===== src/rtl/keypad_matrix_scan_debounce_macros.svh =====
// assertion macros for the keypad matrix scanner
`ifndef KEYPAD_MATRIX_SCAN_DEBOUNCE_MACROS_SVH
`define KEYPAD_MATRIX_SCAN_DEBOUNCE_MACROS_SVH

`ifndef SYNTHESIS
// same-cycle implication, checked outside reset
`define KMSD_ASSERT_IMPL(label, clk, rst_n, ante, cons, msg) \
  label: assert property (@(posedge clk) disable iff (!(rst_n)) (ante) |-> (cons)) \
    else $error(msg);
// next-cycle implication, checked outside reset
`define KMSD_ASSERT_NEXT(label, clk, rst_n, ante, cons, msg) \
  label: assert property (@(posedge clk) disable iff (!(rst_n)) (ante) |=> (cons)) \
    else $error(msg);
`else
`define KMSD_ASSERT_IMPL(label, clk, rst_n, ante, cons, msg)
`define KMSD_ASSERT_NEXT(label, clk, rst_n, ante, cons, msg)
`endif

`endif


===== src/rtl/kmsd_pkg.sv =====
// types, constants and key table for the keypad matrix scanner
package kmsd_pkg;

  localparam int unsigned RowW   = 4;
  localparam int unsigned ColW   = 3;
  localparam int unsigned CodeW  = 4;
  localparam int unsigned TickW  = 8;
  localparam int unsigned PaddrW = 3;
  localparam int unsigned PdataW = 32;

  localparam logic [ColW-1:0]  ALL_COLS         = 3'b111;
  localparam logic [1:0]       COL_END          = 2'd3;
  localparam logic [TickW-1:0] SETTLE_DEFAULT   = 8'd1;
  localparam logic [TickW-1:0] DEBOUNCE_DEFAULT = 8'd20;

  localparam logic [CodeW-1:0] KEY_STAR  = 4'd10;
  localparam logic [CodeW-1:0] KEY_POUND = 4'd11;

  // register index, taken from paddr[2]
  localparam logic REG_SETTLE   = 1'b0;
  localparam logic REG_DEBOUNCE = 1'b1;

  typedef enum logic [2:0] {
    PH_IDLE    = 3'd0,
    PH_SCAN    = 3'd1,
    PH_DEB1    = 3'd2,
    PH_RELEASE = 3'd3,
    PH_DEB2    = 3'd4
  } phase_e;

  // key at row r, column c of the 4x3 pad
  function automatic logic [CodeW-1:0] key_lookup(input logic [1:0] row,
                                                  input logic [1:0] col);
    logic [CodeW-1:0] code;
    code = '0;
    case (row)
      2'd0: code = (col == 2'd0) ? 4'd1 : (col == 2'd1) ? 4'd2 : 4'd3;
      2'd1: code = (col == 2'd0) ? 4'd4 : (col == 2'd1) ? 4'd5 : 4'd6;
      2'd2: code = (col == 2'd0) ? 4'd7 : (col == 2'd1) ? 4'd8 : 4'd9;
      default: code = (col == 2'd0) ? KEY_STAR : (col == 2'd1) ? 4'd0 : KEY_POUND;
    endcase
    return code;
  endfunction

endpackage


===== src/rtl/keypad_matrix_scan_debounce.sv =====
// keypad matrix scanner: 4x3 column scan with press and release debounce
// an accepted tick passes the input register, then the result register, before its result shows
// throughput: one tick transaction per cycle while the result side keeps taking
// the scan state advances once per tick in a single state machine step
// reset: asynchronous, active low; scan state to idle, registers to defaults; column drive not reset
`include "keypad_matrix_scan_debounce_macros.svh"

module keypad_matrix_scan_debounce (
  input  logic                          clk_i,
  input  logic                          rst_ni,
  // tick channel
  input  logic                          in_valid_i,
  output logic                          in_ready_o,
  input  logic [kmsd_pkg::RowW-1:0]     row_levels_i,
  // result channel
  output logic                          out_valid_o,
  input  logic                          out_ready_i,
  output logic [kmsd_pkg::ColW-1:0]     col_drive_o,
  output logic                          press_done_o,
  output logic                          key_valid_o,
  output logic [kmsd_pkg::CodeW-1:0]    key_code_o,
  // register port
  input  logic                          psel,
  input  logic                          penable,
  input  logic                          pwrite,
  input  logic [kmsd_pkg::PaddrW-1:0]   paddr,
  input  logic [kmsd_pkg::PdataW-1:0]   pwdata,
  output logic [kmsd_pkg::PdataW-1:0]   prdata,
  output logic                          pready
);
  import kmsd_pkg::*;

  // configuration registers
  logic [TickW-1:0] settle_q, debounce_q;

  // input stage
  logic             s1_valid_q;
  logic [RowW-1:0]  s1_rows_q;
  logic             advance;

  // scan state
  phase_e           phase_q, phase_d;
  logic [1:0]       col_q, col_d;
  logic [TickW-1:0] wait_q, wait_d;
  logic [CodeW-1:0] key_q, key_d;
  logic             flag_q, flag_d;
  logic             confirm_q, confirm_d;

  // result register
  logic             out_valid_q;
  logic [ColW-1:0]  drive_q, drive_d;
  logic             done_q, done_d;
  logic             kvalid_q, kvalid_d;
  logic [CodeW-1:0] code_q, code_d;

  // step helpers
  logic             row_any;
  logic [1:0]       row_hi;
  logic [1:0]       col_nx;
  logic             col_hit;
  logic             scan_flag;

  // ---------------------------------------------------------------------------
  // register port: writes land in the access cycle, reads are combinational
  // ---------------------------------------------------------------------------
  assign pready = 1'b1;

  always_ff @(posedge clk_i or negedge rst_ni) begin
    if (!rst_ni) begin
      settle_q   <= SETTLE_DEFAULT;
      debounce_q <= DEBOUNCE_DEFAULT;
    end else if (psel && penable && pwrite) begin
      unique case (paddr[2])
        REG_SETTLE:   settle_q   <= pwdata[TickW-1:0];
        REG_DEBOUNCE: debounce_q <= pwdata[TickW-1:0];
        default: ;
      endcase
    end
  end

  always_comb begin
    prdata = '0;
    unique case (paddr[2])
      REG_SETTLE:   prdata = {{(PdataW-TickW){1'b0}}, settle_q};
      REG_DEBOUNCE: prdata = {{(PdataW-TickW){1'b0}}, debounce_q};
      default:      prdata = '0;
    endcase
  end

  // ---------------------------------------------------------------------------
  // handshake: the input stage moves on whenever the result register is free
  // or being emptied in the same cycle
  // ---------------------------------------------------------------------------
  assign advance    = s1_valid_q && (!out_valid_q || out_ready_i);
  assign in_ready_o = !s1_valid_q || advance;

  always_ff @(posedge clk_i or negedge rst_ni) begin
    if (!rst_ni) begin
      s1_valid_q <= 1'b0;
    end else if (in_ready_o) begin
      s1_valid_q <= in_valid_i;
    end
  end

  always_ff @(posedge clk_i) begin
    if (in_valid_i && in_ready_o) begin
      s1_rows_q <= row_levels_i;
    end
  end

  // ---------------------------------------------------------------------------
  // row priority: the highest high row wins within a column
  // ---------------------------------------------------------------------------
  assign row_any = |s1_rows_q;

  always_comb begin
    row_hi = 2'd0;
    if (s1_rows_q[3])      row_hi = 2'd3;
    else if (s1_rows_q[2]) row_hi = 2'd2;
    else if (s1_rows_q[1]) row_hi = 2'd1;
    else                   row_hi = 2'd0;
  end

  assign col_nx    = col_q + 2'd1;
  assign col_hit   = (col_q < COL_END) && row_any;
  assign scan_flag = flag_q || col_hit;

  // ---------------------------------------------------------------------------
  // one tick of the scan state machine
  // ---------------------------------------------------------------------------
  always_comb begin
    phase_d   = phase_q;
    col_d     = col_q;
    wait_d    = wait_q;
    key_d     = key_q;
    flag_d    = flag_q;
    confirm_d = confirm_q;
    drive_d   = ALL_COLS;
    done_d    = 1'b0;
    kvalid_d  = 1'b0;
    code_d    = '0;

    unique case (phase_q)
      PH_SCAN: begin
        if (wait_q != '0) begin
          // still settling on the current column
          wait_d  = wait_q - 8'd1;
          drive_d = (3'b001 << col_q) & ALL_COLS;
        end else begin
          // sample this column; a later column overrides an earlier hit
          if (col_hit) begin
            key_d  = key_lookup(row_hi, col_q);
            flag_d = 1'b1;
          end
          if (col_nx < COL_END) begin
            col_d   = col_nx;
            wait_d  = settle_q;
            drive_d = 3'b001 << col_nx;
          end else begin
            col_d = 2'd0;
            if (confirm_q) begin
              phase_d = PH_RELEASE;
            end else if (scan_flag) begin
              phase_d = PH_DEB1;
              wait_d  = debounce_q;
            end else begin
              phase_d = PH_IDLE;
            end
          end
        end
      end
      PH_DEB1: begin
        if (wait_q != '0) begin
          wait_d = wait_q - 8'd1;
        end else if (row_any) begin
          // press still there: confirming scan
          phase_d   = PH_SCAN;
          col_d     = 2'd0;
          wait_d    = settle_q;
          flag_d    = 1'b0;
          key_d     = '0;
          confirm_d = 1'b1;
          drive_d   = 3'b001;
        end else begin
          // bounce only: skip the confirming scan, no key
          flag_d    = 1'b0;
          key_d     = '0;
          confirm_d = 1'b1;
          phase_d   = PH_RELEASE;
        end
      end
      PH_RELEASE: begin
        if (!row_any) begin
          phase_d = PH_DEB2;
          wait_d  = debounce_q;
        end
      end
      PH_DEB2: begin
        if (wait_q != '0) begin
          wait_d = wait_q - 8'd1;
        end else begin
          done_d    = 1'b1;
          kvalid_d  = flag_q;
          code_d    = flag_q ? key_q : '0;
          phase_d   = PH_IDLE;
          confirm_d = 1'b0;
        end
      end
      default: begin
        // idle, and any unused code falls back to idle
        phase_d = PH_IDLE;
        if (row_any) begin
          phase_d   = PH_SCAN;
          col_d     = 2'd0;
          wait_d    = settle_q;
          flag_d    = 1'b0;
          key_d     = '0;
          confirm_d = 1'b0;
          drive_d   = 3'b001;
        end
      end
    endcase
  end

  always_ff @(posedge clk_i or negedge rst_ni) begin
    if (!rst_ni) begin
      phase_q   <= PH_IDLE;
      col_q     <= 2'd0;
      wait_q    <= '0;
      key_q     <= '0;
      flag_q    <= 1'b0;
      confirm_q <= 1'b0;
    end else if (advance) begin
      phase_q   <= phase_d;
      col_q     <= col_d;
      wait_q    <= wait_d;
      key_q     <= key_d;
      flag_q    <= flag_d;
      confirm_q <= confirm_d;
    end
  end

  // ---------------------------------------------------------------------------
  // result register
  // ---------------------------------------------------------------------------
  always_ff @(posedge clk_i or negedge rst_ni) begin
    if (!rst_ni) begin
      out_valid_q <= 1'b0;
    end else if (advance) begin
      out_valid_q <= 1'b1;
    end else if (out_ready_i) begin
      out_valid_q <= 1'b0;
    end
  end

  always_ff @(posedge clk_i) begin
    if (advance) begin
      drive_q  <= drive_d;
      done_q   <= done_d;
      kvalid_q <= kvalid_d;
      code_q   <= code_d;
    end
  end

  assign out_valid_o  = out_valid_q;
  assign col_drive_o  = drive_q;
  assign press_done_o = done_q;
  assign key_valid_o  = kvalid_q;
  assign key_code_o   = code_q;

  // ---------------------------------------------------------------------------
  // checks
  // ---------------------------------------------------------------------------
  `KMSD_ASSERT_IMPL(a_done_all_cols, clk_i, rst_ni,
                    out_valid_o && press_done_o, col_drive_o == ALL_COLS,
                    "press report while a column is driven alone")
  `KMSD_ASSERT_IMPL(a_key_needs_done, clk_i, rst_ni,
                    out_valid_o && key_valid_o, press_done_o,
                    "key flagged without a completed press")
  `KMSD_ASSERT_IMPL(a_scan_col_range, clk_i, rst_ni,
                    phase_q == PH_SCAN, col_q != COL_END,
                    "scan column out of range")
  `KMSD_ASSERT_NEXT(a_state_holds, clk_i, rst_ni,
                    !advance, $stable(phase_q) && $stable(wait_q),
                    "scan state moved without a tick")

endmodule

===== config.mk =====
export PLATFORM = sky130hd
export DESIGN_NAME = keypad_matrix_scan_debounce
export DESIGN_NICKNAME = d
export VERILOG_FILES = /design/src/rtl/kmsd_pkg.sv /design/src/rtl/keypad_matrix_scan_debounce.sv
export VERILOG_INCLUDE_DIRS = /design/src /design/src/rtl
export SDC_FILE = /design/constraint.sdc
export NUM_CORES = 1
export LEC_CHECK = 0
export BUFFER_PORTS_ARGS = -buffer_cell sky130_fd_sc_hd__buf_2
export CAP_MARGIN = 20
export CORE_MARGIN = 8
export CORE_UTILIZATION = 57
export DETAILED_ROUTE_END_ITERATION = 8
export GPL_ROUTABILITY_DRIVEN = 0
export GPL_TIMING_DRIVEN = 0
export PLACE_DENSITY = 0.84
export SKIP_LAST_GASP = 1
export SYNTH_ARGS = -nofsm -noshare
export SYNTH_HDL_FRONTEND = slang
export SYNTH_SLANG_ARGS = --single-unit

===== constraint.sdc =====
create_clock -name clk_i -period 5.18 [get_ports clk_i]
set_clock_uncertainty 0.05 [all_clocks]
set_input_delay 0.518 -clock clk_i [delete_from_list [all_inputs] [get_ports clk_i]]
set_output_delay 0.518 -clock clk_i [all_outputs]
set_load 0.1 [all_outputs]

==> results of run 1 <==
-- sequential cells by signal, summed over array words and instances (netlist names) --
name,cells
key_valid_o,1
flag_q,1
col_q,2
press_done_o,1
key_q,4
col_drive_o,3
confirm_q,1
s1_valid_q,1
key_code_o,4
phase_q,3
settle_q,8
out_valid_o,1
s1_rows_q,4
debounce_q,8
wait_q,8
-- worst register-to-register path, cell delays in order, from the launching register on --
cell and delay (ns):
dfrtp_1 0.45, inv_1 0.12, ha_1 0.19, nor3b_1 0.31
clkbuf_1 0.40, nand2_1 0.34, a21oi_1 0.62, nor2_1 0.12
o32ai_1 0.33, a21oi_1 0.11
-- power breakdown --
group / internal, mW / switching (mW)
Sequential: 0.528 / 0.111
Clock: 0.145 / 0.123
Combinational: 0.405 / 0.851
Total: 1.08 / 1.09
-- layout by cell type, fill, tap and decap left out, types with 5 or more instances in the layout --
cell type	instances
a21oi_1	26
nor2b_1	6
mux2i_1	11
mux2_2	30
and2_1	6
conb_1	25
nand3_1	9
a211oi_1	5
edfxtp_1	13
buf_2	39
ha_1	8
nand2_1	18
and3_1	5
buf_4	25
nor2_1	29
clkbuf_1	16
nor3_1	9
inv_1	9
o21ai_0	19
clkbuf_8	5
dfrtp_1	34
-- final cells by class --
class                      instances  share of cell area
buffer                            42             0.06713
clock buffer                       7             0.02017
clock inverter                     1            0.007937
inverter                           9            0.008929
multi-input combinational        270              0.4716
sequential                        50              0.3489
tap                               72             0.02381
timing repair buffer              39             0.05159
-- routing by layer --
| metal | vias up | track usage | part of all wire |
|---|---|---|---|
| met5 | - | 0 | 0 |
| met3 | 34 | 0.05297 | 0.12 |
| met1 | 1338 | 0.2519 | 0.40 |
| met4 | 0 | 0.05369 | 0.028 |
| met2 | 218 | 0.3027 | 0.46 |
| li1 | 1357 | - | - |
-- per-stage QoR --
step / util / worst slack [ns] / area [um2] / cells
2_1_floorplan: - / 2.669 / 3392 / 371
3_3_place_gp: 0.6619 / 2.269 / 3667 / 480
3_5_place_dp: 0.6628 / 2.225 / 3672 / 481
4_1_cts: 0.6820 / 2.177 / 3779 / 489
5_1_grt: 0.6829 / 1.789 / 3784 / 490
6_report: 0.6829 / 1.984 / 3784 / 490
-- kinds of logic (layout without fill, tap and decap cells) --
logic type / count (synthesis) / in the layout / synth area share
fa+ha+maj: 8 / 8 / 0.03028
mux: 41 / 41 / 0.1355
simple gates: 108 / 108 / 0.1718
compound gates: 83 / 83 / 0.1605
flops: 50 / 50 / 0.3993
other cells: 2 / 25 / 0.002272
xor+xnor: 5 / 5 / 0.01325
buf+inv: 51 / 98 / 0.08705
-- how the worst max path moves through the flow --
| stage | startpoint | to | slack, ns | depth (start not counted) |
|---|---|---|---|---|
| after floorplan | out_valid_o$_DFFE_PN0P_ | s1_rows_q[0]$_DFFE_PP_ | 2.67 | 3 |
| after global placement | wait_q[0]$_DFFE_PN0P_ | wait_q[6]$_DFFE_PN0P_ | 2.27 | 9 |
| after detailed placement | wait_q[0]$_DFFE_PN0P_ | wait_q[6]$_DFFE_PN0P_ | 2.22 | 9 |
| after CTS | wait_q[0]$_DFFE_PN0P_ | wait_q[6]$_DFFE_PN0P_ | 2.18 | 9 |
| after global routing | wait_q[0]$_DFFE_PN0P_ | wait_q[2]$_DFFE_PN0P_ | 1.79 | 9 |
| final | wait_q[0]$_DFFE_PN0P_ | wait_q[6]$_DFFE_PN0P_ | 1.98 | 9 |
==> metrics.md, run 1 <==
| Metric | Value |
|---|---|
| Worst path cell trace | inv_1, ha_1, nor3b_1, clkbuf_1, nand2_1, a21oi_1, nor2_1, o32ai_1, a21oi_1 |
| Leakage | approximately 1.7 nW |
| Maximum VDD drop | roughly 340 uV |
| Yosys warnings | 0 |
| Max_cap viols | 0 |
| Antenna-violating nets left | 0 |
| Initial Util | 0.5967 |
| Share of layout cells above drive strength 1 | 0.2632 |
| Largest net degree at the start of global routing | 38 |
| DR WL/cell | roughly 17 um |
| Critical path capture point type | flip-flop |
| Inserted Diodes | 0 |
| Final Max Tran Viols | 0 |
| Vias/cell | roughly 6 |
| Top-area cell type share of the netlist area | 0.2574 |
| Die area | 8493 um2 |
| Largest stage delay, worst path | ~0.62 ns |
| Nature of the critical path startpoint | flip-flop |
| Mapped cell area | 3306 um2 |
| Register bit total from synthesis | 50 |
| Row count | 27 |
| Buf/Inv on CP | 2 |
| Setup TNS Final | 0 ns |
| IO Pins | 90 |
| Unique masters post-synth | 56 |
| Post-synthesis sequential area ratio | 0.3993 |
| Critical path's slowest cell | a21oi_1 |
| Status | complete, no violations |
| Delay-heaviest family, CP | compound AO/OA/AOI/OAI gates |
| I/O Buffers | 37 |
| Post-synthesis async set-or-reset flop share | 0.7400 |
| Yosys top cell by area | dfrtp_1 |
| Setup violators final | 0 |
| # DRC | 0 |
| # Post-CTS Setup Buffers | 0 |
| Core Box Area | 5540 um2 |
| Initial antenna violation count | 0 |
| Post_cts resized | 0 |
| Design Power | ~2.2 mW |
| Skew-Pair Late Insertion Delay | roughly 0.3 ns |
| Count of hold-fix buffers inserted at cts | 0 |
| Dpl hpwl | ~6000 um |
| Root Buffer Master | clkbuf_8 |
| Avg Synthesized Cell Area | approximately 9.5 um2 |
| Worst r2r path cells | 9 |
| First-pass GRT wire length | roughly 13000 um |
| Crit Path Category | reg2reg |
| DR vias | a little under 3000 |
| Synth top area cells | dfrtp_1 (26%), edfxtp_1 (12%), mux2_2 (10%) |
| Mapped Cells | roughly 350 |
| Flop2flop setup slack | about 2.0 ns |
| Post-synth EDFFs | 13 |
| Sink Count | 50 |
| Vias in the first global route | 2726 |
| Global route total overflow | 0 |
| Worst Path Arrival | 3.29 ns |
| Routed WL | between 8000 and 9000 um |
| Fmax | 312.9 MHz |
| 1st-iter DRT viols | around 420 |
| Synth Flop Type | dfrtp_1 |
| HP Class | in2async |
| Clock tree from TritonCTS | built |
| Fin crit share | 0.6170 |
| H-tree Lvls | 2 |
| Footprint of the multi-input gates | ~1800 um2 |
| Total CTS buffers | 5 |
| Worst R2R Start | wait_q[0]$_DFFE_PN0P_ |
| Worst Tran Pin Value | 1.033 ns |
| FF/Latch Area | 1320 um2 |
| Number of fill cells in the layout | approximately 460 |
| Most numerous cell in the Yosys netlist | dfrtp_1 |
| Die Span Y | between 90 and 100 um |
| RR Endpoint | wait_q[6]$_DFFE_PN0P_ |
| Peak fanout along the critical path | 10 |
| PwrDens | 571.5 nW/um2 |
| Clock slew seen by the registers of the worst setup and hold paths | around 0.090 ns |
| Worst EP required | between 5 and 6 ns |
| GRT Overall Usage | 0.1922 |
| Relative slew slack | 0.3070 |
| Synth-to-layout area growth | 14.46% |
| Nets | between 400 and 500 |
| Most frequent cells after synthesis | dfrtp_1 (34), mux2_2 (30), nor2_1 (29) |
| Hold Slack | roughly 0.25 ns |
| Hold Vio Cnt, Final | 0 |
| Tmin final | roughly 3.2 ns |
| Unrepaired setup endpoints after global routing | false |
| Drt first pass iters | 7 |
| Die width | about 92 um |
| Top cell by count, worst path | a21oi_1 |
| Clock buffer depth | 2 |
No activity file was read; power rests on OpenSTA's default activity.
==> inputs of run 2 (changes only) <==
--- a/config.mk
+++ b/config.mk
@@ -6,14 +6,15 @@
 export SDC_FILE = /design/constraint.sdc
 export NUM_CORES = 1
 export LEC_CHECK = 0
+export ABC_AREA = 1
 export BUFFER_PORTS_ARGS = -buffer_cell sky130_fd_sc_hd__buf_2
 export CAP_MARGIN = 20
 export CORE_MARGIN = 8
-export CORE_UTILIZATION = 57
+export CORE_UTILIZATION = 49
 export DETAILED_ROUTE_END_ITERATION = 8
 export GPL_ROUTABILITY_DRIVEN = 0
 export GPL_TIMING_DRIVEN = 0
-export PLACE_DENSITY = 0.84
+export PLACE_DENSITY = 0.76
 export SKIP_LAST_GASP = 1
 export SYNTH_ARGS = -nofsm -noshare
 export SYNTH_HDL_FRONTEND = slang
==> constraint.sdc (replaced) <==
create_clock -name clk_i -period 2.75 [get_ports clk_i]
set_clock_uncertainty 0.05 [all_clocks]
set_input_delay 0.275 -clock clk_i [delete_from_list [all_inputs] [get_ports clk_i]]
set_output_delay 0.275 -clock clk_i [all_outputs]
set_load 0.1 [all_outputs]
==> run 2 against run 1 <==
Compared with the run above: the run now ends with hold timing left; power rose by 79%; cell count rose by 30%; non-clock buffer count fell by 9; critical endpoint is now wait_q[2]$_DFFE_PN0P_; first-iteration DRC count fell by 48%; via count rose by 3.5%; register-to-register slack got worse by 1.3 ns; worst setup slack got worse by 1.3 ns; largest cell class unchanged; critical path depth rose by 2; flip-flop and latch count did not move; cell area rose by 5.6%.
==> metrics.md, run 2 <==
| Metric | Value |
|---|---|
| Synth Flop Type | dfrtp_1 |
| Core Util, Final | 0.5630 (-0.1199) |
| Count of hold-fix buffers inserted at cts | 0 (unchanged) |
| Nature of the critical path startpoint | flip-flop |
| CP Launch Point | col_q[0]$_DFFE_PN0P_ |
| Initial Util | 0.4943 (-0.1024) |
| DR vias | 3050 (+3.5%) |
| HP Class | in2async |
| Share of layout cells above drive strength 1 | 0.2444 (-0.01875) |
| I/O Buffers | 38 (+2.7%) |
| Top Registers | debounce_q x8, settle_q x8, wait_q x8 |
| H-tree Lvls | 2 (unchanged) |
| 1st-iter DRT viols | 215 (-48%) |
| PwrDens | 969.2 nW/um2 (+70%) |
| Drt first pass iters | 5 (-2) |
| Post-synth EDFFs | 13 (unchanged) |
| Row count | 31 (+15%) |
| Crit path to | wait_q[2]$_DFFE_PN0P_ |
| Unrepaired setup endpoints after global routing | false |
| Vias in the first global route | 3041 (+12%) |
| Yosys warnings | 0 (unchanged) |
| Mapped cell area | 3508 um2 (+6.1%) |
| Relative slew slack | 0.4403 (+0.1333) |
| Placed insts | 627 (+30%) |
| # Post-CTS Setup Buffers | 0 (unchanged) |
| Total CTS buffers | 5 (unchanged) |
| Clock tree from TritonCTS | built |
| Synth top area cells | dfrtp_1 (24%), nand2_1 (15%), edfxtp_1 (11%) |
| Status | finished, violations left |
| Dpl hpwl | 6460 um (+7.4%) |
| Worst path cell trace | inv_1, ha_1, inv_1, buf_2, nand2_1, o21ai_0, nand2_1, nand3_1, nand4_1, nand2_1, nand2_1 |
| Worst r2r path cells | 11 (+2) |
| Most frequent cells in the layout | nand2_1 (143), inv_1 (46), buf_2 (40), o21ai_0 (36), nor2_1 (35) |
| Top cell by count, worst path | nand2_1 |
| Core Box Area | 7098 um2 (+28%) |
| Largest net degree at the start of global routing | 38 (unchanged) |
| Die width | 100.6 um (+9.2%) |
| Largest stage delay, worst path | 0.47 ns (-0.15 ns) |
| Die Span Y | 100.6 um (+9.2%) |
| Maximum VDD drop | 408.9 uV (+19%) |
| Critical path's slowest cell | dfrtp_1 |
| Inserted Diodes | 0 (unchanged) |
| Post_cts resized | 0 (unchanged) |
| Avg Synthesized Cell Area | 7.513 um2 (-21%) |
| Failing checks | hold timing |
| Die area | 10120 um2 (+19%) |
| Mapped Cells | 467 (+34%) |
| Critical path capture point type | flip-flop |
| Register bit total from synthesis | 50 (unchanged) |
| Peak fanout along the critical path | 10 (unchanged) |
| Routed WL | 8195 um (about the same) |
| IO Pins | 90 (unchanged) |
| DR WL/cell | 12.91 um (-23%) |
| Global route total overflow | 0 (unchanged) |
| Worst R2R Start | col_q[0]$_DFFE_PN0P_ |
| Fmax | 492.4 MHz (+57%) |
| Hold Vio Cnt, Final | 4 (+4) |
| Leakage | 2.070 nW (+23%) |
| Max_cap viols | 0 (unchanged) |
| # DRC | 0 (unchanged) |
| Most numerous cell in the Yosys netlist | nand2_1 |
| Most frequent cells after synthesis | nand2_1 (143), inv_1 (46), o21ai_0 (40) |
| Skew-Pair Late Insertion Delay | 0.31 ns (about the same) |
| Final std cells w/o fill | 635 (+30%) |
| Tmin final | 2.031 ns (-1.165 ns) |
| Crit Path Category | reg2reg |
| Nets | 589 (+25%) |
| Hold Slack | -0.007164 ns (-0.2558 ns) |
| Worst EP required | 2.90 ns (-2.37 ns) |
| First-pass GRT wire length | 14210 um (+5.6%) |
| Vias/cell | 4.803 (-20%) |
| Worst slack, placed | 0.7468 ns (-1.478 ns) |
| Yosys top cell by area | dfrtp_1 |
| Initial antenna violation count | 0 (unchanged) |
| Fin crit share | 0.7385 (+0.1215) |
| Worst Path Arrival | 2.18 ns (-1.11 ns) |
| Antenna-violating nets left | 0 (unchanged) |
| Worst Slack Setup Final | 0.7192 ns (-1.265 ns) |
| Root Buffer Master | clkbuf_8 |
| RR Endpoint | wait_q[2]$_DFFE_PN0P_ |
| Commonest non-fill, non-tap cell in the layout | nand2_1 |
| Unique masters post-synth | 41 (-27%) |
| Post-synthesis async set-or-reset flop share | 0.7400 (unchanged) |
| Setup violators final | 0 (unchanged) |
| Flop2flop setup slack | 0.72 ns (-1.26 ns) |
| Design Power | 3.873 mW (+79%) |
| Sink Count | 50 (unchanged) |
| Clock buffer depth | 2 (unchanged) |
| Worst Tran Pin Value | 0.8395 ns (-0.1937 ns) |
| Top-area cell type share of the netlist area | 0.2425 (-0.01487) |
| Synth-to-layout area growth | 13.91% |
| GRT Overall Usage | 0.1715 (-0.02061) |
| Final Max Tran Viols | 0 (unchanged) |
| Clock slew seen by the registers of the worst setup and hold paths | 0.10 ns (about the same) |
| Post-synthesis sequential area ratio | 0.3762 (-0.02307) |
==> run 2: cell types whose count changed after synthesis, moves of 8 or more <==
cell,previous run,this run
a21oi_1,26,4
o21ai_0,19,40
clkbuf_1,14,3
inv_1,9,46
nand3_1,9,27
nor3_1,9,1
inv_2,0,11
mux2_2,30,0
nand2_1,18,143
mux2i_1,11,0
==> run 2: metal layers <==
metal | vias up | wire (um) | global-route usage
met4 | 0 | 196 | 0.08140
met3 | 20 | 400 | 0.03039
met1 | 1348 | 3713 | 0.2143
met5 | - | 0 | 0
li1 | 1563 | - | -
met2 | 119 | 3886 | 0.2792
==> run 2: kinds of logic (layout without fill, tap and decap cells) <==
group / Yosys count / after routing / synth area share
xor+xnor: 3 / 3 / 0.007491
compound gates: 64 / 64 / 0.1016
fa+ha+maj: 8 / 8 / 0.02853
simple gates: 247 / 247 / 0.3459
buf+inv: 93 / 139 / 0.1380
other cells: 2 / 25 / 0.002141
flops: 50 / 50 / 0.3762
==> run 2: critical path, delay by kind of cell, from the launching register on <==
family / cells / cell delay (ns)
buffers and inverters: 3 / 0.59
DFF: 1 / 0.47
AOI/OAI and AO/OA: 1 / 0.07
adders and majority gates: 1 / 0.28
and+or+nand+nor: 6 / 0.46
==> run 2: how the worst min path moves through the flow <==
| stage | startpoint | to | cells past startpoint |
|---|---|---|---|
| global placement | rst_ni | out_valid_o$_DFFE_PN0P_ | 1 |
| global route | rst_ni | out_valid_o$_DFFE_PN0P_ | 1 |
| finish | rst_ni | out_valid_o$_DFFE_PN0P_ | 1 |
| CTS | rst_ni | out_valid_o$_DFFE_PN0P_ | 1 |
| floorplan | rst_ni | col_q[0]$_DFFE_PN0P_ | 0 |
| detailed placement | rst_ni | out_valid_o$_DFFE_PN0P_ | 1 |
==> run 2: metrics by stage <==
stage / area [um2] / TNS [ns]
global placement: 3909 / 0
CTS: 3996 / 0
floorplan: 3595 / -0.4842
finish: 3996 / 0
detailed placement: 3909 / 0
global route: 3996 / 0
==> run 2: area by class of cell <==
type	count	area, um2
Clock buffer	5	68.82
Clock inverter	3	18.77
Inverter	59	226.5
Buffer	34	257.7
Tap cell	99	123.9
Multi-Input combinational cell	347	1790
Timing Repair Buffer	38	190.2
Fill cell	688	3102
Sequential cell	50	1320
==> run 2: power breakdown <==
| part | total (mW) | internal, mW | switching (mW) |
|---|---|---|---|
| logic | 2.28 | 0.626 | 1.65 |
| clock network | 0.438 | 0.180 | 0.259 |
| registers | 1.16 | 0.971 | 0.188 |
